$ cat src/hw/rtl/tilt_platform_servo_index_solver_defines.svh
// ---------------------------------------------------------------------------
// Tilt platform servo index solver: assertion macros
// Shared concurrent assertion forms, sampled on the rising clock edge and
// disabled while reset is held.
// ---------------------------------------------------------------------------
`ifndef TILT_PLATFORM_SERVO_INDEX_SOLVER_DEFINES_SVH
`define TILT_PLATFORM_SERVO_INDEX_SOLVER_DEFINES_SVH

// Same-cycle implication
`define TPSI_ASSERT_NOW(lbl, clk, rst_n, ante, cons, msg) \
  lbl: assert property (@(posedge clk) disable iff (!rst_n) (ante) |-> (cons)) \
    else $error(msg);

// Next-cycle implication
`define TPSI_ASSERT_NEXT(lbl, clk, rst_n, ante, cons, msg) \
  lbl: assert property (@(posedge clk) disable iff (!rst_n) (ante) |=> (cons)) \
    else $error(msg);

`endif

$ cat src/hw/rtl/tpsi_pkg.sv
// ---------------------------------------------------------------------------
// Tilt platform servo index solver: package
// Field widths, gains, fixed-point constants and the constant tangent and
// rod height tables, built at elaboration from the arm geometry.
// ---------------------------------------------------------------------------
package tpsi_pkg;

  localparam int LANES      = 3;
  localparam int TILT_W     = 7;
  localparam int TILT_MAX   = 45;
  localparam int HOME_W     = 7;
  localparam int OUT_IDX_W  = 7;
  localparam int HEIGHT_W   = 16;
  localparam int TAN_W      = 16;
  localparam int TAN_DEPTH  = 46;
  localparam int TAN_IDX_W  = 6;
  localparam int HROM_SIZE  = 256;
  localparam int HROM_IDX_W = 8;
  localparam int GAIN_W     = 15;
  localparam int PROD_W     = TAN_W + GAIN_W;
  localparam int TERM_FRAC  = 14;
  localparam int SUM_W      = 18;

  localparam logic [HOME_W-1:0] HOME_RESET = 7'd68;

  // Gains in Q12
  localparam logic [GAIN_W-1:0] GAIN_Y0  = 15'd31689;
  localparam logic [GAIN_W-1:0] GAIN_Y12 = 15'd15845;
  localparam logic [GAIN_W-1:0] GAIN_X   = 15'd27443;

  localparam logic [PROD_W-1:0] ROUND_HALF = PROD_W'(1) << (TERM_FRAC - 1);

  localparam logic signed [SUM_W-1:0] SUM_HMAX = 18'sd32767;
  localparam logic signed [SUM_W-1:0] SUM_HMIN = -18'sd32768;

  typedef logic signed [HEIGHT_W-1:0] height_t;
  typedef logic [TAN_W-1:0]           tan_t;
  typedef height_t                    hrom_t [HROM_SIZE];
  typedef tan_t                       trom_t [TAN_DEPTH];

  // Geometry and rotation constants (Q30 trig, Q24 lengths, Q48 rod square)
  localparam longint Q30_ONE    = 64'sd1073741824;
  localparam longint COS1_Q30   = 64'sd1073578288;
  localparam longint SIN1_Q30   = 64'sd18739379;
  localparam longint ARM_Q24    = 64'sd39258685;
  localparam longint OFFS_Q24   = 64'sd68578548;
  localparam longint ROD_SQ_Q48 = 64'sd225 <<< 46;

  // Shift right, rounding half away from zero
  function automatic longint rnd_shift(input longint v, input int sh);
    longint m;
    m = (v < 0) ? -v : v;
    m = (m + (64'sd1 <<< (sh - 1))) >>> sh;
    return (v < 0) ? -m : m;
  endfunction

  function automatic longint sat16(input longint v);
    if (v > 64'sd32767) return 64'sd32767;
    if (v < -64'sd32768) return -64'sd32768;
    return v;
  endfunction

  // Restoring long division, elaboration only
  function automatic longint unsigned udiv(input longint unsigned n,
                                           input longint unsigned d);
    longint unsigned q;
    longint unsigned r;
    q = '0;
    r = '0;
    for (int i = 63; i >= 0; i--) begin
      r = (r << 1) | longint'(n[i]);
      if (r >= d) begin
        r    = r - d;
        q[i] = 1'b1;
      end
    end
    return q;
  endfunction

  // Floor square root
  function automatic longint unsigned isqrt(input longint unsigned v_in);
    longint unsigned v;
    longint unsigned res;
    longint unsigned bit_w;
    v     = v_in;
    res   = '0;
    bit_w = 64'd1 << 62;
    for (int k = 0; k < 32; k++) begin
      if (bit_w > v) bit_w = bit_w >> 2;
    end
    for (int k = 0; k < 32; k++) begin
      if (bit_w != 0) begin
        if (v >= res + bit_w) begin
          v   = v - (res + bit_w);
          res = (res >> 1) + bit_w;
        end else begin
          res = res >> 1;
        end
        bit_w = bit_w >> 2;
      end
    end
    return res;
  endfunction

  function automatic trom_t build_tan_rom();
    trom_t  t;
    longint c;
    longint s;
    longint nc;
    longint ns;
    c = Q30_ONE;
    s = 0;
    for (int i = 0; i < TAN_DEPTH; i++) begin
      t[i] = TAN_W'(udiv(longint'(s * 16384 + (c >>> 1)), longint'(c)));
      nc = rnd_shift(COS1_Q30 * c - SIN1_Q30 * s, 30);
      ns = rnd_shift(SIN1_Q30 * c + COS1_Q30 * s, 30);
      c  = nc;
      s  = ns;
    end
    return t;
  endfunction

  // Entry i: rod height for arm angle 270+i degrees
  function automatic hrom_t build_height_rom();
    hrom_t  h;
    longint c;
    longint s;
    longint nc;
    longint ns;
    longint ax;
    longint ay;
    longint d;
    longint arg;
    longint rod;
    c = Q30_ONE;
    s = 0;
    for (int i = 0; i < HROM_SIZE; i++) begin
      ax  = rnd_shift(ARM_Q24 * s, 30);
      ay  = -rnd_shift(ARM_Q24 * c, 30);
      d   = OFFS_Q24 - ax;
      arg = ROD_SQ_Q48 - d * d;
      if (arg < 0) arg = 0;
      rod  = longint'(isqrt(longint'(arg)));
      h[i] = HEIGHT_W'(sat16(rnd_shift(rod + ay, 12)));
      nc = rnd_shift(COS1_Q30 * c - SIN1_Q30 * s, 30);
      ns = rnd_shift(SIN1_Q30 * c + COS1_Q30 * s, 30);
      c  = nc;
      s  = ns;
    end
    return h;
  endfunction

  localparam trom_t TAN_ROM    = build_tan_rom();
  localparam hrom_t HEIGHT_ROM = build_height_rom();

endpackage

$ cat src/hw/rtl/tpsi_probe_stage.sv
// ---------------------------------------------------------------------------
// Search probe stage
// One binary search step for each of the three lanes: probe the height
// table at the midpoint, then narrow the bounds or close the lane.
// ---------------------------------------------------------------------------
`include "tilt_platform_servo_index_solver_defines.svh"

module tpsi_probe_stage #(
  parameter int HEIGHT_DEPTH = 128,
  parameter int IDX_W        = 8
) (
  input  logic                         clk,
  input  logic                         rst_n,
  input  logic                         in_valid,
  output logic                         in_ready,
  input  tpsi_pkg::height_t            in_target [tpsi_pkg::LANES],
  input  logic signed [IDX_W-1:0]      in_lo [tpsi_pkg::LANES],
  input  logic signed [IDX_W-1:0]      in_hi [tpsi_pkg::LANES],
  input  logic [tpsi_pkg::LANES-1:0]   in_done,
  output logic                         out_valid,
  input  logic                         out_ready,
  output tpsi_pkg::height_t            out_target [tpsi_pkg::LANES],
  output logic signed [IDX_W-1:0]      out_lo [tpsi_pkg::LANES],
  output logic signed [IDX_W-1:0]      out_hi [tpsi_pkg::LANES],
  output logic [tpsi_pkg::LANES-1:0]   out_done
);

  logic                              valid_r;
  logic                              load;
  logic signed [IDX_W-1:0]           mid [tpsi_pkg::LANES];
  logic [tpsi_pkg::HROM_IDX_W-1:0]   rom_idx [tpsi_pkg::LANES];
  tpsi_pkg::height_t                 rom_val [tpsi_pkg::LANES];

  tpsi_pkg::height_t                 target_r [tpsi_pkg::LANES];
  logic signed [IDX_W-1:0]           lo_r [tpsi_pkg::LANES];
  logic signed [IDX_W-1:0]           lo_nxt [tpsi_pkg::LANES];
  logic signed [IDX_W-1:0]           hi_r [tpsi_pkg::LANES];
  logic signed [IDX_W-1:0]           hi_nxt [tpsi_pkg::LANES];
  logic [tpsi_pkg::LANES-1:0]        done_r, done_nxt;

  assign in_ready = !valid_r || out_ready;
  assign load     = in_valid && in_ready;

  always_comb begin
    for (int k = 0; k < tpsi_pkg::LANES; k++) begin
      mid[k] = in_lo[k] + ((in_hi[k] - in_lo[k]) >>> 1);
      // probes past the table end read the last entry
      if (mid[k] >= HEIGHT_DEPTH) begin
        rom_idx[k] = tpsi_pkg::HROM_IDX_W'(HEIGHT_DEPTH - 1);
      end else begin
        rom_idx[k] = tpsi_pkg::HROM_IDX_W'(mid[k]);
      end
      rom_val[k]  = tpsi_pkg::HEIGHT_ROM[rom_idx[k]];
      lo_nxt[k]   = in_lo[k];
      hi_nxt[k]   = in_hi[k];
      done_nxt[k] = in_done[k];
      if (!in_done[k]) begin
        if (in_lo[k] > in_hi[k]) begin
          done_nxt[k] = 1'b1;
        end else if (mid[k] == in_lo[k]) begin
          // range down to one or two entries: take the index above the lower bound
          lo_nxt[k]   = mid[k] + IDX_W'(1);
          done_nxt[k] = 1'b1;
        end else if (rom_val[k] == in_target[k]) begin
          lo_nxt[k]   = mid[k];
          done_nxt[k] = 1'b1;
        end else if (rom_val[k] < in_target[k]) begin
          lo_nxt[k] = mid[k] + IDX_W'(1);
        end else begin
          hi_nxt[k] = mid[k] - IDX_W'(1);
        end
      end
    end
  end

  always_ff @(posedge clk) begin
    if (!rst_n) begin
      valid_r <= 1'b0;
    end else if (in_ready) begin
      valid_r <= in_valid;
    end
  end

  always_ff @(posedge clk) begin
    if (in_ready) begin
      target_r <= in_target;
      lo_r     <= lo_nxt;
      hi_r     <= hi_nxt;
      done_r   <= done_nxt;
    end
  end

  assign out_valid  = valid_r;
  assign out_target = target_r;
  assign out_lo     = lo_r;
  assign out_hi     = hi_r;
  assign out_done   = done_r;

  for (genvar k = 0; k < tpsi_pkg::LANES; k++) begin : g_chk
    `TPSI_ASSERT_NEXT(a_done_lane_holds, clk, rst_n, load && in_done[k], done_r[k] && (lo_r[k] == $past(in_lo[k])), "closed lane changed its answer")
    `TPSI_ASSERT_NEXT(a_open_lane_shrinks, clk, rst_n, load && !in_done[k] && (in_lo[k] <= in_hi[k]), done_r[k] || ((hi_r[k] - lo_r[k]) < $past(in_hi[k] - in_lo[k])), "open lane range did not shrink")
  end

endmodule

$ cat config.mk
export PLATFORM = sky130hd
export DESIGN_NAME = tpsi_probe_stage
export DESIGN_NICKNAME = d
export VERILOG_FILES = /design/src/hw/rtl/tpsi_pkg.sv /design/src/hw/rtl/tpsi_probe_stage.sv
export VERILOG_INCLUDE_DIRS = /design/src /design/src/hw/rtl
export SDC_FILE = /design/constraint.sdc
export NUM_CORES = 1
export LEC_CHECK = 0
export BUFFER_PORTS_ARGS = -buffer_cell sky130_fd_sc_hd__buf_2
export CAP_MARGIN = 20
export CORE_AREA = 2 2 205 187
export CTS_CLUSTER_SIZE = 28
export DETAILED_ROUTE_END_ITERATION = 12
export DIE_AREA = 0 0 207 189
export PLACE_DENSITY = 0.74
export SYNTH_ARGS = -nofsm -noshare
export SYNTH_HDL_FRONTEND = slang
export SYNTH_SLANG_ARGS = --single-unit
$ cat constraint.sdc
create_clock -name clk -period 15.5 [get_ports clk]
set_input_delay 2.325 -clock clk [delete_from_list [all_inputs] [get_ports clk]]
set_output_delay 2.325 -clock clk [all_outputs]
set_load 0.05 [all_outputs]
# Yosys cells after proc, flatten, opt, wreduce, memory -nomap -nowiden

Memory sizes are Yosys's and may differ from the RTL's.
Index checks and enable logic that the tools add are counted.

Register bits: 100
Output and inout port bits: 101
Memory bits (read-only): 12288
Logic and storage cells: 96
Memories kept: 3
Bits of input ports: 103

Equal/unequal tests: 6
Reduce and logical (&&, ||, !) cells: 5
Bitwise operators: 3
Mux-type cells: 42
$lt $le $gt $ge: 12
Add/subtract/negate cells: 12

Memories:

| memory           | depth | width | rd ports | clocked after memory_dff | write ports | RTL line               | source |
|---|---|---|---|---|---|---|---|
| (name not given) | 256   | 16    | 1        | 0                        | 0           | tpsi_probe_stage.sv:53 | `rom_val[k] = tpsi_pkg::HEIGHT_ROM[rom_idx[k]];` |
| (name not given) | 256   | 16    | 1        | 0                        | 0           | tpsi_probe_stage.sv:53 |  |
| (name not given) | 256   | 16    | 1        | 0                        | 0           | tpsi_probe_stage.sv:53 |  |

Operators with widths:

| cell                                                                                 | count |
|---|---|
| 8-bit two-way mux                                                                    | 33 |
| 16-bit two-way mux                                                                   | 6 |
| 16-bit equality test                                                                 | 3 |
| 16-bit less-than comparator                                                          | 3 |
| 8-bit by 9-bit greater-or-equal comparator with 1-bit output (second input constant) | 3 |
| 9-bit greater-or-equal comparator (second input constant)                            | 3 |
| 8-bit NOT with 9-bit output                                                          | 3 |
| 8-bit by 2-bit adder with 8-bit output (second input constant)                       | 3 |
| 8-bit by 7-bit adder with 8-bit output                                               | 3 |
| 8-bit equality test                                                                  | 3 |
| 8-bit > comparator                                                                   | 3 |
| 8-bit by 2-bit subtractor with 8-bit output (second input constant)                  | 3 |
| 8-bit subtractor                                                                     | 3 |
| 3-bit OR reduction                                                                   | 3 |
| 1-bit two-way mux                                                                    | 3 |
| 1-bit logical NOT                                                                    | 1 |
| 1-bit logical OR                                                                     | 1 |

# Logic depth before layout (Yosys ltp)

Depth in word-level cells: 14
Mapped depth: 30
Gate-level depth less buffers: 27

# Worst setup path after synthesis

OpenSTA, ideal clock, no wires.

Path type: input port to flip-flop
From: input in_hi[16] (netlist name)
To: register lo_r (netlist bit out_lo[22]) (data pin)
Cell stages on the path: 27
Path buffers: 4
Path slack: 7406 ps
Data arrival time: 7837 ps
Required time: 15243 ps
Library setup time: 257 ps
Cells stage by stage: nand2b_2 inv_1 fa_1 inv_1 ha_1 fa_1 clkbuf_1 clkbuf_1 clkbuf_1 ha_1 clkbuf_1 inv_1 nand2_1 o21ai_0 mux4_2 nand2_1 a21oi_1 a31oi_1 o21a_1 ha_1 nor2b_1 o21ai_0 a311oi_1 nor2_1 a22oi_2 or4_1 a32o_1

RTL lines:

| what                 | RTL line               | source |
|---|---|---|
| start, declared      | tpsi_probe_stage.sv:18 | `input logic signed [IDX_W-1:0] in_hi [tpsi_pkg::LANES],` |
| end signal, assigned | tpsi_probe_stage.sv:87 | `lo_r <= lo_nxt;` |
| end, declared        | tpsi_probe_stage.sv:35 | `logic signed [IDX_W-1:0] lo_r [tpsi_pkg::LANES];` |

==> results by group <==
Hold path
  • Worst Hold Class: flop to flop

Floorplan
  • Initial Util: 45.7%
  • Rows: 67
  • Number of I/O pins: 204
  • Die width: around 210 microns
  • Core footprint: around 37000 sq um
  • Die Ht: 189 microns
  • Die ar.: between 30000 and 40000 sq um

Clock network
  • CTS Buf Count: 9
  • Hold_buf cts: 0
  • Post-CTS Resized: 0
  • Clock buffer depth: 2
  • CTS tree: done
  • Clk Tree Root Cell: clkbuf_16
  • Clk pin slew, worst setup/hold paths: 0.08 ns
  • Post-CTS Setup Inserts: 0
  • CTS H-tree depth: 3
  • Worst-Skew Late Latency: about 0.40 ns
  • CTS sink cnt: 100

STA
  • Skew final: 0.0110 ns
  • Max Slew Vio Count: 0
  • Hold_ws: around 1.1 ns
  • Post-layout min period: 9.20 ns
  • Tightest Pin Transition: 1.25 ns
  • Final WS setup: 6.30 ns
  • Setup Viol. Count Final: 0
  • Period utilization: 59.4%
  • Fin Setup TNS: 0 ns
  • Hold Vio Cnt, Final: 0
  • RSZ-0062 raised after global routing: no
  • Fmax: 0.109 GHz
  • Slew HR: 16.0%

Yosys
  • Sequential area share after synthesis: 17.8%
  • Warnings, synthesis: 0
  • Asr flop ratio synth: 0%
  • Synth cell types: 93
  • Post-synthesis cell area: 16900 sq um
  • Most used DFF post-synth: edfxtp_1
  • Largest cells by area after synthesis: edfxtp_1 18%, ha_1 11%, a21oi_1 5.7%
  • EDFF count, synth: 99
  • Seq cells post-synth: 100
  • Synthesized area per cell: between 7 and 8 sq um
  • Syn Inst Count: roughly 2300
  • Share of the synthesized area in the top cell type: 17.6%
  • Cell taking the most area after synthesis: edfxtp_1
  • Post-Syn Nets: roughly 2500

Power and ir drop
  • Sequential share of power: 9.0%
  • Clk pwr share: 6.1%
  • Sw frac: 61.4%
  • Int Pwr: between 1.5 and 2 mW
  • Leakage: 7.39 nW
  • PwrDens: 215 nW/um^2
  • VDD IR-drop max: between 0.1 and 0.15 mV
  • Switch Pwr: 2.44 mW
  • Combinational power share: between 80% and 90%

Setup path
  • Crit path max-delay family: compound AO/OA/AOI/OAI gates
  • Critical Path RT: 15.68 ns
  • Worst setup EP type: flop
  • Worst Setup SP: in_lo[2]
  • Critical path depth: 27
  • CP max-delay cell: a2111oi_0
  • WP buf/inv: 5
  • Worst reg-to-reg path cell count: 2
  • Critical Path Fanout Max: 52
  • Setup CP Type: primary input to flop
  • R2r setup slk: between 10 and 15 ns
  • FF-to-FF Start: out_valid
  • CP peak stage delay: approximately 0.97 ns
  • Critical path launch point type: primary input
  • Worst EP arrival: 9.38 ns
  • Crit path capture: out_lo[4]
  • Worst flop-to-flop path endpoint: out_hi[15]

Drt
  • DRC: 0
  • Initial detailed-routing violation count: 2988
  • Routed Antenna Nets: 0
  • Drt first pass iters: 7
  • Via count: 19900
  • Routed len/inst: 24.3 microns
  • Routed wire length: 68500 microns
  • Via/cell ratio: 7.04

Layout
  • Area of the multi-input gates: 12800 sq um
  • Final Non-Filler Cells: roughly 2800
  • Nets: 2589
  • Fillers: 3623
  • Util after Layout: 50.0%
  • Reg area: 2990 sq um
  • Most frequent cells in the layout: 237 x nand2_1, 203 x buf_2, 193 x a21oi_1
  • Leading cell type in the layout, fill and taps excluded: nand2_1
  • Area Growth Syn to Fin: 9.48%
  • Diode count: 0
  • Ratio of cells with drive above 1 in the final layout: 14.3%

Global route
  • Largest net degree at the start of global routing: 81
  • First-pass GRT wire length: approximately 110000 microns
  • Initial antenna violation count: 1
  • Total Routing Usage GR: 33.3%
  • Met3 Use GR: 7.56%
  • Global routing's busiest layer: met2
  • Met2 GRT Util: 50.4%
  • Total grt overflow: 0
  • Met1 usage: 45.9%
  • Vias in the first global route: 17900

Placement
  • HPWL Detailed: 47900 microns
  • Worst slack, placed: 6.07 ns
  • Port buffer count: 203
  • Placed cell count: 2804
  • Final Wtd Congestion: 1.02

Flow run
  • Maxcap violations: 0

Status
  • Run status: finished, final reports clean
## Yosys cell counts, types with 14 or more instances
cell         n
inv_1      104
a311oi_1    27
nor2_1     192
o221ai_1    23
nand2b_1    18
a31oi_1     58
o21ai_0    186
buf_1       28
mux2_2      17
clkbuf_1   166
o22ai_1     18
nand3_1     61
o21a_1      18
buf_2       18
xor2_1      17
a21oi_1    193
a22oi_1     16
ha_1       148
xnor2_1     68
o211ai_1    62
a21o_1      34
o31ai_1     14
nand2_1    239
o311ai_0    31
nand4_1     20
edfxtp_1    99
nor3_1      53
and3_1      20
a221oi_1    23
a211oi_1    57
a2111oi_0   16
## power groups by stage
stage	Combinational, mW	Clock [mW]	Sequential [mW]
after floorplan	2.20	0	0.502
after global placement	3.22	0	0.363
after detailed placement	3.22	0	0.363
after CTS	3.23	0.248	0.358
after global routing	3.59	0.256	0.361
final	3.38	0.244	0.357
## flip-flops by register name (all words and copies together), names as in the netlist
| register | cells |
|---|---|
| out_target | 48 |
| out_valid | 1 |
| out_hi | 24 |
| out_done | 3 |
| out_lo | 24 |
## layer usage
layer / vias to the layer above / part of all wire [%]
met5: - / 0.012
met4: 2 / 4.1
met3: 241 / 13
met2: 1579 / 42
met1: 9249 / 41
li1: 8789 / -
## metrics by stage
step	power [mW]	instance area [sq um]
after floorplan	2.71	16900
after global placement	3.58	18200
after detailed placement	3.58	18200
after CTS	3.84	18500
after global routing	4.21	18500
final	3.98	18500
## final cells by class
class | instances | area share, %
Multi-Input combinational cell | 1867 | 69.4
Clock buffer | 9 | 1.22
Tap cell | 483 | 3.27
Inverter | 107 | 2.18
Sequential cell | 100 | 16.2
Timing Repair Buffer | 247 | 7.29
Clock inverter | 7 | 0.380
## worst min path at each step
stage | start | endpoint | slack [ns] | cells after the start
finish | out_valid | out_target[38] | 1.14 | 1
global route | out_valid | out_target[38] | 1.20 | 1
CTS | out_valid | out_target[3] | 1.15 | 1
detailed placement | out_valid | out_target[3] | 1.12 | 1
global placement | out_valid | out_target[1] | 1.09 | 1
floorplan | in_target[0] | out_target[0] | 2.42 | 0
## cell families after synthesis
logic type	after synthesis	synth area share (%)
AO/OA/AOI/OAI	899	36.2
XOR/XNOR	94	5.54
adder cells (fa/ha/maj)	154	11.7
buffers and inverters	320	7.28
flip-flops	100	17.8
multiplexers	42	3.34
AND/OR/NAND/NOR	678	18.2
Power figures use the tool's default switching activity.
