### config.mk
export PLATFORM = sky130hd
export DESIGN_NAME = tpsi_height_calc
export DESIGN_NICKNAME = d
export VERILOG_FILES = /design/src/hw/rtl/tilt_platform_servo_index_solver_defines.svh /design/src/hw/rtl/tpsi_pkg.sv /design/src/hw/rtl/tpsi_height_calc.sv
export SDC_FILE = /design/constraint.sdc
export NUM_CORES = 1
export LEC_CHECK = 0
export ABC_AREA = 1
export BUFFER_PORTS_ARGS = -buffer_cell sky130_fd_sc_hd__buf_2
export CAP_MARGIN = 40
export CORE_ASPECT_RATIO = 1.25
export CORE_MARGIN = 4
export CORE_UTILIZATION = 35
export CTS_CLUSTER_DIAMETER = 50
export DETAILED_ROUTE_END_ITERATION = 12
export PLACE_DENSITY_LB_ADDON = 0.3
export SYNTH_ARGS = -nofsm -noshare
export SYNTH_HDL_FRONTEND = slang
export SYNTH_SLANG_ARGS = --single-unit
### constraint.sdc
create_clock -name clk -period 11.1 [get_ports clk]
set_clock_uncertainty 0.15 [all_clocks]
set_input_delay 0.555 -clock clk [delete_from_list [all_inputs] [get_ports clk]]
set_output_delay 0.555 -clock clk [all_outputs]
set_load 0.02 [all_outputs]
### src/hw/rtl/tilt_platform_servo_index_solver_defines.svh
// ---------------------------------------------------------------------------
// Tilt platform servo index solver: assertion macros
// Shared concurrent assertion forms, sampled on the rising clock edge and
// disabled while reset is held.
// ---------------------------------------------------------------------------
`ifndef TILT_PLATFORM_SERVO_INDEX_SOLVER_DEFINES_SVH
`define TILT_PLATFORM_SERVO_INDEX_SOLVER_DEFINES_SVH

// Same-cycle implication
`define TPSI_ASSERT_NOW(lbl, clk, rst_n, ante, cons, msg) \
  lbl: assert property (@(posedge clk) disable iff (!rst_n) (ante) |-> (cons)) \
    else $error(msg);

// Next-cycle implication
`define TPSI_ASSERT_NEXT(lbl, clk, rst_n, ante, cons, msg) \
  lbl: assert property (@(posedge clk) disable iff (!rst_n) (ante) |=> (cons)) \
    else $error(msg);

`endif

### src/hw/rtl/tpsi_pkg.sv
// ---------------------------------------------------------------------------
// Tilt platform servo index solver: package
// Field widths, gains, fixed-point constants and the constant tangent and
// rod height tables, built at elaboration from the arm geometry.
// ---------------------------------------------------------------------------
package tpsi_pkg;

  localparam int LANES      = 3;
  localparam int TILT_W     = 7;
  localparam int TILT_MAX   = 45;
  localparam int HOME_W     = 7;
  localparam int OUT_IDX_W  = 7;
  localparam int HEIGHT_W   = 16;
  localparam int TAN_W      = 16;
  localparam int TAN_DEPTH  = 46;
  localparam int TAN_IDX_W  = 6;
  localparam int HROM_SIZE  = 256;
  localparam int HROM_IDX_W = 8;
  localparam int GAIN_W     = 15;
  localparam int PROD_W     = TAN_W + GAIN_W;
  localparam int TERM_FRAC  = 14;
  localparam int SUM_W      = 18;

  localparam logic [HOME_W-1:0] HOME_RESET = 7'd68;

  // Gains in Q12
  localparam logic [GAIN_W-1:0] GAIN_Y0  = 15'd31689;
  localparam logic [GAIN_W-1:0] GAIN_Y12 = 15'd15845;
  localparam logic [GAIN_W-1:0] GAIN_X   = 15'd27443;

  localparam logic [PROD_W-1:0] ROUND_HALF = PROD_W'(1) << (TERM_FRAC - 1);

  localparam logic signed [SUM_W-1:0] SUM_HMAX = 18'sd32767;
  localparam logic signed [SUM_W-1:0] SUM_HMIN = -18'sd32768;

  typedef logic signed [HEIGHT_W-1:0] height_t;
  typedef logic [TAN_W-1:0]           tan_t;
  typedef height_t                    hrom_t [HROM_SIZE];
  typedef tan_t                       trom_t [TAN_DEPTH];

  // Geometry and rotation constants (Q30 trig, Q24 lengths, Q48 rod square)
  localparam longint Q30_ONE    = 64'sd1073741824;
  localparam longint COS1_Q30   = 64'sd1073578288;
  localparam longint SIN1_Q30   = 64'sd18739379;
  localparam longint ARM_Q24    = 64'sd39258685;
  localparam longint OFFS_Q24   = 64'sd68578548;
  localparam longint ROD_SQ_Q48 = 64'sd225 <<< 46;

  // Shift right, rounding half away from zero
  function automatic longint rnd_shift(input longint v, input int sh);
    longint m;
    m = (v < 0) ? -v : v;
    m = (m + (64'sd1 <<< (sh - 1))) >>> sh;
    return (v < 0) ? -m : m;
  endfunction

  function automatic longint sat16(input longint v);
    if (v > 64'sd32767) return 64'sd32767;
    if (v < -64'sd32768) return -64'sd32768;
    return v;
  endfunction

  // Restoring long division, elaboration only
  function automatic longint unsigned udiv(input longint unsigned n,
                                           input longint unsigned d);
    longint unsigned q;
    longint unsigned r;
    q = '0;
    r = '0;
    for (int i = 63; i >= 0; i--) begin
      r = (r << 1) | longint'(n[i]);
      if (r >= d) begin
        r    = r - d;
        q[i] = 1'b1;
      end
    end
    return q;
  endfunction

  // Floor square root
  function automatic longint unsigned isqrt(input longint unsigned v_in);
    longint unsigned v;
    longint unsigned res;
    longint unsigned bit_w;
    v     = v_in;
    res   = '0;
    bit_w = 64'd1 << 62;
    for (int k = 0; k < 32; k++) begin
      if (bit_w > v) bit_w = bit_w >> 2;
    end
    for (int k = 0; k < 32; k++) begin
      if (bit_w != 0) begin
        if (v >= res + bit_w) begin
          v   = v - (res + bit_w);
          res = (res >> 1) + bit_w;
        end else begin
          res = res >> 1;
        end
        bit_w = bit_w >> 2;
      end
    end
    return res;
  endfunction

  function automatic trom_t build_tan_rom();
    trom_t  t;
    longint c;
    longint s;
    longint nc;
    longint ns;
    c = Q30_ONE;
    s = 0;
    for (int i = 0; i < TAN_DEPTH; i++) begin
      t[i] = TAN_W'(udiv(longint'(s * 16384 + (c >>> 1)), longint'(c)));
      nc = rnd_shift(COS1_Q30 * c - SIN1_Q30 * s, 30);
      ns = rnd_shift(SIN1_Q30 * c + COS1_Q30 * s, 30);
      c  = nc;
      s  = ns;
    end
    return t;
  endfunction

  // Entry i: rod height for arm angle 270+i degrees
  function automatic hrom_t build_height_rom();
    hrom_t  h;
    longint c;
    longint s;
    longint nc;
    longint ns;
    longint ax;
    longint ay;
    longint d;
    longint arg;
    longint rod;
    c = Q30_ONE;
    s = 0;
    for (int i = 0; i < HROM_SIZE; i++) begin
      ax  = rnd_shift(ARM_Q24 * s, 30);
      ay  = -rnd_shift(ARM_Q24 * c, 30);
      d   = OFFS_Q24 - ax;
      arg = ROD_SQ_Q48 - d * d;
      if (arg < 0) arg = 0;
      rod  = longint'(isqrt(longint'(arg)));
      h[i] = HEIGHT_W'(sat16(rnd_shift(rod + ay, 12)));
      nc = rnd_shift(COS1_Q30 * c - SIN1_Q30 * s, 30);
      ns = rnd_shift(SIN1_Q30 * c + COS1_Q30 * s, 30);
      c  = nc;
      s  = ns;
    end
    return h;
  endfunction

  localparam trom_t TAN_ROM    = build_tan_rom();
  localparam hrom_t HEIGHT_ROM = build_height_rom();

endpackage

### src/hw/rtl/tpsi_height_calc.sv
// ---------------------------------------------------------------------------
// Target height calculator
// Three register stages: tangent and home lookup, gain products, then
// rounding, summing and saturation into the three target rod heights.
// ---------------------------------------------------------------------------
module tpsi_height_calc #(
  parameter int HEIGHT_DEPTH = 128
) (
  input  logic                                clk,
  input  logic                                rst_n,
  input  logic                                in_valid,
  output logic                                in_ready,
  input  logic signed [tpsi_pkg::TILT_W-1:0]  tilt_x,
  input  logic signed [tpsi_pkg::TILT_W-1:0]  tilt_y,
  input  logic [tpsi_pkg::HOME_W-1:0]         home_index,
  output logic                                out_valid,
  input  logic                                out_ready,
  output tpsi_pkg::height_t                   out_height [tpsi_pkg::LANES]
);

  function automatic logic [tpsi_pkg::TAN_IDX_W-1:0] tilt_mag(
    input logic signed [tpsi_pkg::TILT_W-1:0] t);
    logic [tpsi_pkg::TILT_W-1:0] a;
    a = t[tpsi_pkg::TILT_W-1] ? tpsi_pkg::TILT_W'(-t) : tpsi_pkg::TILT_W'(t);
    if (a > tpsi_pkg::TILT_W'(tpsi_pkg::TILT_MAX)) begin
      return tpsi_pkg::TAN_IDX_W'(tpsi_pkg::TILT_MAX);
    end
    return tpsi_pkg::TAN_IDX_W'(a);
  endfunction

  function automatic logic signed [tpsi_pkg::SUM_W-1:0] round_term(
    input logic [tpsi_pkg::PROD_W-1:0] prod, input logic neg);
    logic [tpsi_pkg::PROD_W-1:0] r;
    logic [tpsi_pkg::SUM_W-1:0]  mag;
    r   = prod + tpsi_pkg::ROUND_HALF;
    mag = tpsi_pkg::SUM_W'(r >> tpsi_pkg::TERM_FRAC);
    return neg ? -mag : mag;
  endfunction

  function automatic tpsi_pkg::height_t sat_height(
    input logic signed [tpsi_pkg::SUM_W-1:0] v);
    if (v > tpsi_pkg::SUM_HMAX) return tpsi_pkg::HEIGHT_W'(tpsi_pkg::SUM_HMAX);
    if (v < tpsi_pkg::SUM_HMIN) return tpsi_pkg::HEIGHT_W'(tpsi_pkg::SUM_HMIN);
    return tpsi_pkg::HEIGHT_W'(v);
  endfunction

  logic rdy1, rdy2, rdy3;
  logic v1_r, v2_r, v3_r;

  // stage 1
  tpsi_pkg::tan_t                     tan_x_r, tan_x_nxt;
  tpsi_pkg::tan_t                     tan_y_r, tan_y_nxt;
  logic                               neg_x_r, neg_y_r;
  tpsi_pkg::height_t                  home_r, home_nxt;
  logic [tpsi_pkg::HROM_IDX_W-1:0]    home_sel;

  // stage 2
  logic [tpsi_pkg::PROD_W-1:0]        prod_y0_r, prod_y0_nxt;
  logic [tpsi_pkg::PROD_W-1:0]        prod_y12_r, prod_y12_nxt;
  logic [tpsi_pkg::PROD_W-1:0]        prod_x_r, prod_x_nxt;
  logic                               neg_x2_r, neg_y2_r;
  tpsi_pkg::height_t                  home2_r;

  // stage 3
  logic signed [tpsi_pkg::SUM_W-1:0]  term_y0, term_y12, term_x, home_ext;
  tpsi_pkg::height_t                  h_r [tpsi_pkg::LANES];
  tpsi_pkg::height_t                  h_nxt [tpsi_pkg::LANES];

  assign rdy3     = !v3_r || out_ready;
  assign rdy2     = !v2_r || rdy3;
  assign rdy1     = !v1_r || rdy2;
  assign in_ready = rdy1;

  // clamp home index to the last table entry
  always_comb begin
    if (tpsi_pkg::HROM_IDX_W'(home_index) >= HEIGHT_DEPTH) begin
      home_sel = tpsi_pkg::HROM_IDX_W'(HEIGHT_DEPTH - 1);
    end else begin
      home_sel = tpsi_pkg::HROM_IDX_W'(home_index);
    end
    tan_x_nxt = tpsi_pkg::TAN_ROM[tilt_mag(tilt_x)];
    tan_y_nxt = tpsi_pkg::TAN_ROM[tilt_mag(tilt_y)];
    home_nxt  = tpsi_pkg::HEIGHT_ROM[home_sel];
  end

  always_comb begin
    prod_y0_nxt  = tpsi_pkg::PROD_W'(tan_y_r) * tpsi_pkg::PROD_W'(tpsi_pkg::GAIN_Y0);
    prod_y12_nxt = tpsi_pkg::PROD_W'(tan_y_r) * tpsi_pkg::PROD_W'(tpsi_pkg::GAIN_Y12);
    prod_x_nxt   = tpsi_pkg::PROD_W'(tan_x_r) * tpsi_pkg::PROD_W'(tpsi_pkg::GAIN_X);
  end

  always_comb begin
    term_y0  = round_term(prod_y0_r, neg_y2_r);
    term_y12 = round_term(prod_y12_r, neg_y2_r);
    term_x   = round_term(prod_x_r, neg_x2_r);
    home_ext = tpsi_pkg::SUM_W'(home2_r);
    h_nxt[0] = sat_height(home_ext + term_y0);
    h_nxt[1] = sat_height(home_ext - term_y12 - term_x);
    h_nxt[2] = sat_height(home_ext - term_y12 + term_x);
  end

  always_ff @(posedge clk) begin
    if (!rst_n) begin
      v1_r <= 1'b0;
      v2_r <= 1'b0;
      v3_r <= 1'b0;
    end else begin
      if (rdy1) v1_r <= in_valid;
      if (rdy2) v2_r <= v1_r;
      if (rdy3) v3_r <= v2_r;
    end
  end

  always_ff @(posedge clk) begin
    if (rdy1) begin
      tan_x_r <= tan_x_nxt;
      tan_y_r <= tan_y_nxt;
      neg_x_r <= tilt_x[tpsi_pkg::TILT_W-1];
      neg_y_r <= tilt_y[tpsi_pkg::TILT_W-1];
      home_r  <= home_nxt;
    end
    if (rdy2) begin
      prod_y0_r  <= prod_y0_nxt;
      prod_y12_r <= prod_y12_nxt;
      prod_x_r   <= prod_x_nxt;
      neg_x2_r   <= neg_x_r;
      neg_y2_r   <= neg_y_r;
      home2_r    <= home_r;
    end
    if (rdy3) begin
      h_r <= h_nxt;
    end
  end

  assign out_valid  = v3_r;
  assign out_height = h_r;

endmodule

## Yosys cells after proc, flatten, opt, wreduce, memory -nomap -nowiden

Memory sizes are Yosys's and may differ from the RTL's. A register that Yosys moved wholly into a read port is not among the register bits.
Index checks and enable logic that the tools add are counted.

- Register bits: 163
- Bits in latches: 0
- Memory bits (writable): 0
- ROM bits: 6144
- Memories kept: 3

Memory list:

| memory | depth | width | read ports | clocked after memory_dff | write ports | RTL line | text |
|---|---|---|---|---|---|---|---|
| (no name shown) | 256 | 16 | 1 | 1 | 0 | tpsi_height_calc.sv:83 | `home_nxt = tpsi_pkg::HEIGHT_ROM[home_sel];` |
| (no name shown) | 64 | 16 | 1 | 1 | 0 | tpsi_height_calc.sv:82 | `tan_y_nxt = tpsi_pkg::TAN_ROM[tilt_mag(tilt_y)];` |
| (no name shown) | 64 | 16 | 1 | 1 | 0 | tpsi_height_calc.sv:81 | `tan_x_nxt = tpsi_pkg::TAN_ROM[tilt_mag(tilt_x)];` |

- Add/sub/neg operators: 12
- Multiply operators: 3
- Divide/modulo/power cells: 0
- Order comparisons: 8
- Equality and inequality tests: 0
- Shift-type cells: 0
- Muxes and demuxes: 32
- Bitwise operators: 3
- Reduce and logical (&&, ||, !) cells: 6

Operator list:

| operator | number |
|---|---|
| two-way mux 16 bit | 12 |
| adder 31 x 14 -> 31 bit, second input constant | 2 |
| multiplier 16 x 15 -> 31 bit, second input constant | 2 |
| greater-than comparator 18 x 16 -> 1 bit, second input constant | 3 |
| less-than comparator 18 x 16 -> 1 bit, second input constant | 3 |
| two-way mux 18 bit | 3 |
| negator 17 -> 18 bit | 3 |
| adder 30 x 14 -> 31 bit, second input constant | 1 |
| multiplier 16 x 14 -> 30 bit, second input constant | 1 |
| two-way mux 6 bit | 4 |
| adder 16 x 18 -> 18 bit | 1 |
| adder 18 bit | 1 |
| subtractor 16 x 18 -> 18 bit | 1 |
| subtractor 18 bit | 1 |
| greater-than comparator 7 x 6 -> 1 bit, second input constant | 2 |
| two-way mux 7 bit | 2 |
| negator 7 bit | 2 |
| inverter 6 -> 7 bit | 2 |
| two-way mux 1 bit | 11 |
| inverter 7 -> 9 bit | 1 |
| logical NOT 1 bit | 3 |
| logical OR 1 bit | 3 |

## Depth between registers and ports, before layout

Gate-level depths: netlist of the first run.

- Depth after elaboration: 10
- Gate-level depth with buffers: 35
- Mapped depth without buffers: 34

## Worst setup path after synthesis of the first run

No wires, ideal clock.

- Path type: register to register
- Start point: reg tan_y_r[6]
- End point: reg prod_y12_r[22] in the netlist's numbering, data pin
- Arrival: 5.135 ns
- Data required time: 10.690 ns
- Setup slack: 5.555 ns
- Cell stages (with the launch flop): 16
- Clock period less this slack: 5.545 ns
- Cell sequence: edfxtp_1 > fa_1 > fa_1 > inv_1 > fa_1 > inv_1 > fa_1 > fa_1 > fa_1 > ha_1 > nand2_1 > nor4_1 > a21oi_1 > o21ai_0 > a21oi_1 > xnor2_1

- Cells in the longest elaborated chain, start to end: 1

RTL lines:

| item | RTL line | text |
|---|---|---|
| start: declaration | tpsi_height_calc.sv:52 | `tpsi_pkg::tan_t tan_y_r, tan_y_nxt;` |
| multiplier 16 x 14 -> 30 bit | tpsi_height_calc.sv:88 | `prod_y12_nxt = tpsi_pkg::PROD_W'(tan_y_r) * tpsi_pkg::PROD_W'(tpsi_pkg::GAIN_Y12);` |
| net prod_y12_nxt (one bit) | tpsi_height_calc.sv:59 | `logic [tpsi_pkg::PROD_W-1:0] prod_y12_r, prod_y12_nxt;` |
| end signal: assignment | tpsi_height_calc.sv:124 | `prod_y12_r <= prod_y12_nxt;` |
| end: declaration | tpsi_height_calc.sv:59 |  |

The timed path passes the listed nets, and every way through them passes these cells.
A chain may end at the register's enable or synchronous reset.

## Worst setup path in the final report of the first run

- Start point: reg tan_y_r[6]
- End point: reg prod_y12_r[28] in the netlist's numbering, data pin

The elaborated chain is that of the path after synthesis.

==> flow_metrics.py, run 1 <==
metrics = {
    "synth": {
        "synth_seq_cells": 168,
        "synth_top_area_share_pct": 19.7,
        "synth_edf_count": 165,
        "syn_area_per_cell_sq_um": 8.02,
        "ys_types": 60,
        "synth_most_common_cell": "nand2_1",
        "synth_flop_cell": "edfxtp_1",
        "synthCells": 3140,
        "async_flop_share_pct": 0,
        "synth_area_sq_mm": 0.0252,
        "synth_nets": 3731,
        "yosysWarnings": 0,
        "synth_common_cells": "574 x nand2_1, 547 x inv_1, 383 x ha_1, 220 x nor2_1, 205 x a21oi_1",
        "ys_seq_area_share_pct": 19.9,
        "synth_top_cell_by_area": "edfxtp_1",
        "synth_area_leaders": "edfxtp_1 20%, ha_1 19%, fa_1 15%",
    },
    "sta": {
        "final_hold_viol_count": 0,
        "setup_viol": 0,
        "timing.final.crit_share_pct": 54.3,
        "max_freq_mhz": 166,
        "tightest_slew_ns": 0.881,
        "relSlewSlack_pct": 41.1,
        "rsz0062_at_grt": "false",
        "min_period_ns": 6.03,
        "slew_violations": 0,
        "timing.setup.tns_ns": 0,
        "finalHoldWorstSlack_ns": 0.160,
    },
    "detailed_routing": {
        "drc": 0,
        "avgRoutedWirePerCell_um": 15.6,
        "first_iter_violations": 1183,
        "drt_wl_total_um": 64800,
        "via_per_inst": 5.00,
        "vias": 20700,
        "ant_nets": 0,
        "firstDrtPassIters": 5,
    },
    "worst_setup_path": {
        "critPathBufInv": 3,
        "reg2reg_to": "prod_y12_r[28]",
        "cp_cell_sequence": "fa_1 -> fa_1 -> inv_1 -> fa_1 -> inv_1 -> fa_1 -> fa_1 -> fa_1 -> ha_1 -> nand2_1 -> nor2_1 -> o21ai_0 -> o211ai_1 -> a21oi_1 -> inv_1 -> nand3_1 -> o211ai_1 -> nand3_1 -> nand2_1 -> xor2_1",
        "cp.arrival_ns": 6.09,
        "cpMostUsedCell": "fa_1",
        "r2r-start": "tan_y_r[6]",
        "cp.required_ns": 11.16,
        "worst-r2r-cell-count": 20,
        "cp.depth": 20,
        "slowest_stage": "fa_1",
        "regToRegSetupSlack_ns": 5.07,
        "max_stage_delay_ns": 0.63,
        "worst-setup-path-type": "flip-flop to flip-flop",
        "crit_fanout": 9,
        "crit_family": "adder cells",
        "endpoint_kind": "flip-flop",
        "critPathLaunchType": "flip-flop",
    },
    "placement": {
        "dpl.hpwl_um": 54500,
        "place.gp.congestion": 0.955,
        "portBuffers": 74,
    },
    "grt": {
        "grt_pass1_vias": 20800,
        "grt_overflow": 0,
        "grt_antenna_before_repair": 8,
        "grt_pass1_wl_um": 106000,
        "grt_max_degree": 71,
        "grt_usage_pct": 17.1,
    },
    "outcome": {
        "status": "finished clean",
    },
    "cts": {
        "cts_buffers": 17,
        "clk_root_buffer_cell": "clkbuf_16",
        "ctsHoldBuffers": 0,
        "path_clk_slew_ns": 0.07,
        "clock-sinks": 168,
        "clockBufferDepth": 2,
        "h-tree-depth": 4,
        "postCtsSetupBuffers": 0,
        "cts_tree": "built",
        "clock_latency_ns": 0.46,
        "ctsResizeCount": 0,
    },
    "worst_hold_path": {
        "holdPathStages": 2,
        "worstHoldPathType": "input port to flip-flop",
        "hold_path_end": "v2_r",
        "hp-start": "rst_n",
    },
    "final_layout": {
        "synthToLayoutAreaGrowth_pct": 7.67,
        "nNetsFinal": 3769,
        "drive_above_1_share_pct": 6.20,
        "fill_cells": 7305,
    },
    "die": {
        "die-area_sq_mm": 0.0763,
        "ios": 75,
        "die_h_um": 308,
        "core_area_sq_mm": 0.0711,
        "start_util_pct": 35.4,
        "rows": 109,
        "die_w_um": 248,
    },
    "job": {
        "max_cap_viol_count": 0,
    },
}
==> sequential cells by signal, indices dropped and copies added, names as in the netlist <==
register	count
out_valid	1
home_r	15
neg_x2_r	1
neg_y2_r	1
prod_y12_r	17
neg_x_r	1
tan_y_r	15
out_height	48
prod_x_r	18
prod_y0_r	18
v2_r	1
tan_x_r	15
neg_y_r	1
home2_r	15
v1_r	1
==> logic make-up after synthesis <==
kind of cell | after synthesis | synth area share (%)
buffers and inverters | 619 | 9.53
DFF | 168 | 19.9
adders and majority gates | 566 | 33.6
AOI/OAI and AO/OA | 542 | 12.5
and+or+nand+nor | 1074 | 18.5
xor gates and xnor gates | 171 | 5.95
==> per-stage QoR <==
step | std cells | util (%) | cell area (sq um) | setup slack [ns]
3_3_place_gp | 4100 | 37.2 | 26500 | 5.18
5_1_grt | 4139 | 38.1 | 27100 | 4.68
6_report | 4139 | 38.1 | 27100 | 5.07
2_1_floorplan | 3140 | - | 25200 | 5.55
3_5_place_dp | 4102 | 37.3 | 26500 | 5.08
4_1_cts | 4134 | 38.1 | 27100 | 5.06
==> routing by layer <==
metal	wire length, um	global-route usage [%]	vias to the layer above
li1	-	-	10400
met2	32700	30.9	520
met5	54	0	-
met4	1760	5.45	6
met3	2680	2.24	113
met1	27600	21.1	9627
==> layout make-up <==
type,instances,area (sq um),share of cell area [%]
multi-input cells,2353,17800,65.5
flip-flops and latches,168,5010,18.5
inverters,557,2090,7.72
well taps,943,1180,4.35
repair buffers,81,463,1.71
clock buffers,19,443,1.63
clock inverters,13,135,0.499
diodes,5,12.5,0.0462
==> worst reg2reg max path, cell delays in order (launching register included) <==
cell and delay, ns:
edfxtp_1 0.62, fa_1 0.63, fa_1 0.56, inv_1 0.05, fa_1 0.53, inv_1 0.08, fa_1 0.50, fa_1 0.57
fa_1 0.42, ha_1 0.38, nand2_1 0.10, nor2_1 0.04, o21ai_0 0.07, o211ai_1 0.11, a21oi_1 0.32, inv_1 0.09
nand3_1 0.08, o211ai_1 0.15, nand3_1 0.11, nand2_1 0.06, xor2_1 0.14
==> how the worst max path moves through the flow <==
stage,start,to
2_1_floorplan,tan_y_r[6],prod_y12_r[22]
3_3_place_gp,tan_y_r[6],prod_y12_r[28]
3_5_place_dp,tan_y_r[6],prod_y12_r[28]
4_1_cts,tan_y_r[6],prod_y12_r[28]
5_1_grt,prod_y12_r[13],out_height[20]
6_report,tan_y_r[6],prod_y12_r[28]
==> cell usage in the layout (no fill, tap or decap), types with 8 or more instances in the layout <==
cell       instances
nand2_1          572
inv_1            546
ha_1             383
nor2_1           220
a21oi_1          205
fa_1             183
edfxtp_1         165
o21ai_0          162
xor2_1           126
nand3_1          119
buf_2             74
xnor2_1           45
nand2_2           39
nor3_1            32
nand4_1           31
o211ai_1          30
a31oi_1           30
o21bai_1          18
clkbuf_16         17
o22ai_1           13
nand3_2           10
nor2_2             9
a211oi_1           9
o31ai_1            9
o221ai_1           9
nor4_1             8
nand3b_1           8
o21a_1             8
nand2_4            8
o311ai_0           8
Power of run 1 is not shown: default switching activity piles up to over one toggle a cycle in this logic, so the estimate is an artifact.
==> run 2: changes to the inputs <==
- clock period: 11.1 -> 5.2 ns (I/O delays scaled with it)
==> run 2 against run 1 <==
  * The flow now finishes with violations (setup timing)
  * Non-clock buffer count rose by 337
  * Final area rose by 15%
  * Via count rose by 7.3%
  * Global-route usage rose by 1.3 points
  * Clock-buffer cell count fell by 1
  * Largest cell class unchanged
==> flow_metrics.py, run 2 (same netlist as run 1, synthesis figures left out) <==
metrics = {
    "worst_setup_path": {
        "slowest_stage": "fa_1",
        "r2r-start": "tan_y_r[6]",
        "endpoint_kind": "flip-flop",
        "cp_cell_sequence": "fa_1 -> fa_1 -> inv_2 -> fa_1 -> inv_1 -> fa_1 -> fa_1 -> fa_1 -> ha_4 -> nand2_2 -> nor2_1 -> o21ai_1 -> o211ai_1 -> a21oi_2 -> inv_1 -> nand3_1 -> o211ai_1 -> nand3_1 -> nand2_1 -> xor2_1",
        "critPathLaunch": "tan_y_r[6]",
        "critPathLaunchType": "flip-flop",
        "cp.arrival_ns": 5.52,
        "crit_fanout": 5,
        "worst-setup-path-type": "flip-flop to flip-flop",
        "cpMostUsedCell": "fa_1",
        "regToRegSetupSlack_ns": -0.22,
        "reg2reg_to": "prod_y12_r[28]",
        "cp.required_ns": 5.29,
        "worst-r2r-cell-count": 20,
        "max_stage_delay_ns": 0.55,
    },
    "grt": {
        "grt_usage_pct": 18.4,
        "grt_pass1_wl_um": 114000,
        "grt_antenna_before_repair": 9,
        "grt_overflow": 0,
        "grt_max_degree": 51,
        "grt_pass1_vias": 22500,
    },
    "sta": {
        "relSlewSlack_pct": 44.9,
        "rsz0062_at_grt": "true",
        "slew_violations": 0,
        "max_freq_mhz": 184,
        "timing.final.crit_share_pct": 104,
        "final_hold_viol_count": 0,
        "min_period_ns": 5.42,
        "tightest_slew_ns": 0.823,
        "setup_viol": 30,
        "fin_ws_ns": -0.224,
    },
    "die": {
        "ios": 75,
        "rows": 109,
        "core_area_sq_mm": 0.0711,
        "die-area_sq_mm": 0.0763,
        "die_w_um": 248,
        "start_util_pct": 35.4,
        "die_h_um": 308,
    },
    "outcome": {
        "status": "complete, but fails checks",
        "failed_checks": "setup timing",
    },
    "detailed_routing": {
        "firstDrtPassIters": 6,
        "avgRoutedWirePerCell_um": 15.7,
        "ant_nets": 0,
        "vias": 22200,
        "drt_wl_total_um": 70400,
        "first_iter_violations": 1317,
        "via_per_inst": 4.96,
        "drc": 0,
    },
    "worst_hold_path": {
        "holdPathStages": 2,
        "worstHoldPathType": "input port to flip-flop",
        "hold_path_end": "home_r[11]",
        "hp-start": "home_index[6]",
    },
    "placement": {
        "portBuffers": 74,
        "dpl.hpwl_um": 57800,
        "place.gp.congestion": 0.981,
        "dpl.cell_count": 4390,
    },
    "final_layout": {
        "largest_reg_flops": 48,
        "nNetsFinal": 4109,
        "final_common_cell": "nand2_1",
        "fill_cells": 7010,
        "synthToLayoutAreaGrowth_pct": 24.1,
        "drive_above_1_share_pct": 21.6,
        "layout_common_cells": "539 x nand2_1, 526 x inv_1, 331 x ha_1",
        "regArea_sq_mm": 0.00501,
        "final_cells": 4478,
        "multiInputGateArea_sq_mm": 0.0193,
    },
    "cts": {
        "clock-sinks": 168,
        "h-tree-depth": 4,
        "path_clk_slew_ns": 0.07,
        "clock_latency_ns": 0.50,
        "cts_buffers": 17,
        "clk_root_buffer_cell": "clkbuf_16",
        "clockBufferDepth": 2,
        "cts_tree": "built",
    },
    "job": {
        "max_cap_viol_count": 0,
    },
}
[run 2: area by class of cell]
type | count | area share, %
antenna | 4 | 0.0320
clock buffer | 18 | 1.41
clock inverter | 14 | 0.477
inverter | 557 | 6.72
multi-input combinational | 2356 | 61.8
sequential | 168 | 16.1
tap | 943 | 3.78
timing repair buffer | 418 | 9.75
[run 2: routing by layer]
layer	wire, um	up-vias	GRT usage (%)
met1	28800	10300	21.7
met2	35700	606	33.8
met5	40	-	0
met3	2700	202	2.61
met4	3240	6	6.84
li1	-	11100	-
[run 2: worst max-delay path, delay by kind of cell, from the launching register on]
kind | cells | cell delay, ns
AND/OR/NAND/NOR | 5 | 0.36
AO/OA/AOI/OAI | 4 | 0.54
buffers and inverters | 3 | 0.17
flip-flops | 1 | 0.51
XOR/XNOR | 1 | 0.14
adder cells (fa/ha/maj) | 7 | 3.29
[run 2: worst max path at each step]
stage	cells past startpoint	slack (ns)	end
6_report	20	-0.22	prod_y12_r[28]
3_5_place_dp	19	-0.34	prod_y12_r[28]
3_3_place_gp	21	-0.27	prod_y0_r[29]
5_1_grt	20	-0.44	prod_y12_r[28]
2_1_floorplan	20	-0.06	prod_y12_r[28]
4_1_cts	21	-0.23	prod_y12_r[28]
[run 2: timing repair]
item                       CTS  global route
setup endpoints to repair   71            76
hold endpoints to repair     5             0
pin swaps                   57           117
cloned                       1             2
hold buffers                 4             0
resized for setup           73           223
buffers inserted            15            34
[run 2: per-stage QoR]
stage	util (%)	worst slack [ns]	hold WS [ns]	instance area [sq um]	setup TNS [ns]
5_1_grt	44.0	-0.444	0.185	31200	-11.92
3_3_place_gp	40.6	-0.267	0.255	28900	-8.48
6_report	44.0	-0.224	0.153	31200	-3.36
4_1_cts	42.2	-0.229	0.113	30000	-2.19
3_5_place_dp	40.6	-0.337	0.255	28900	-12.39
2_1_floorplan	-	-0.0590	0.209	25400	-0.108
Power of run 2 is left out for the same reason.
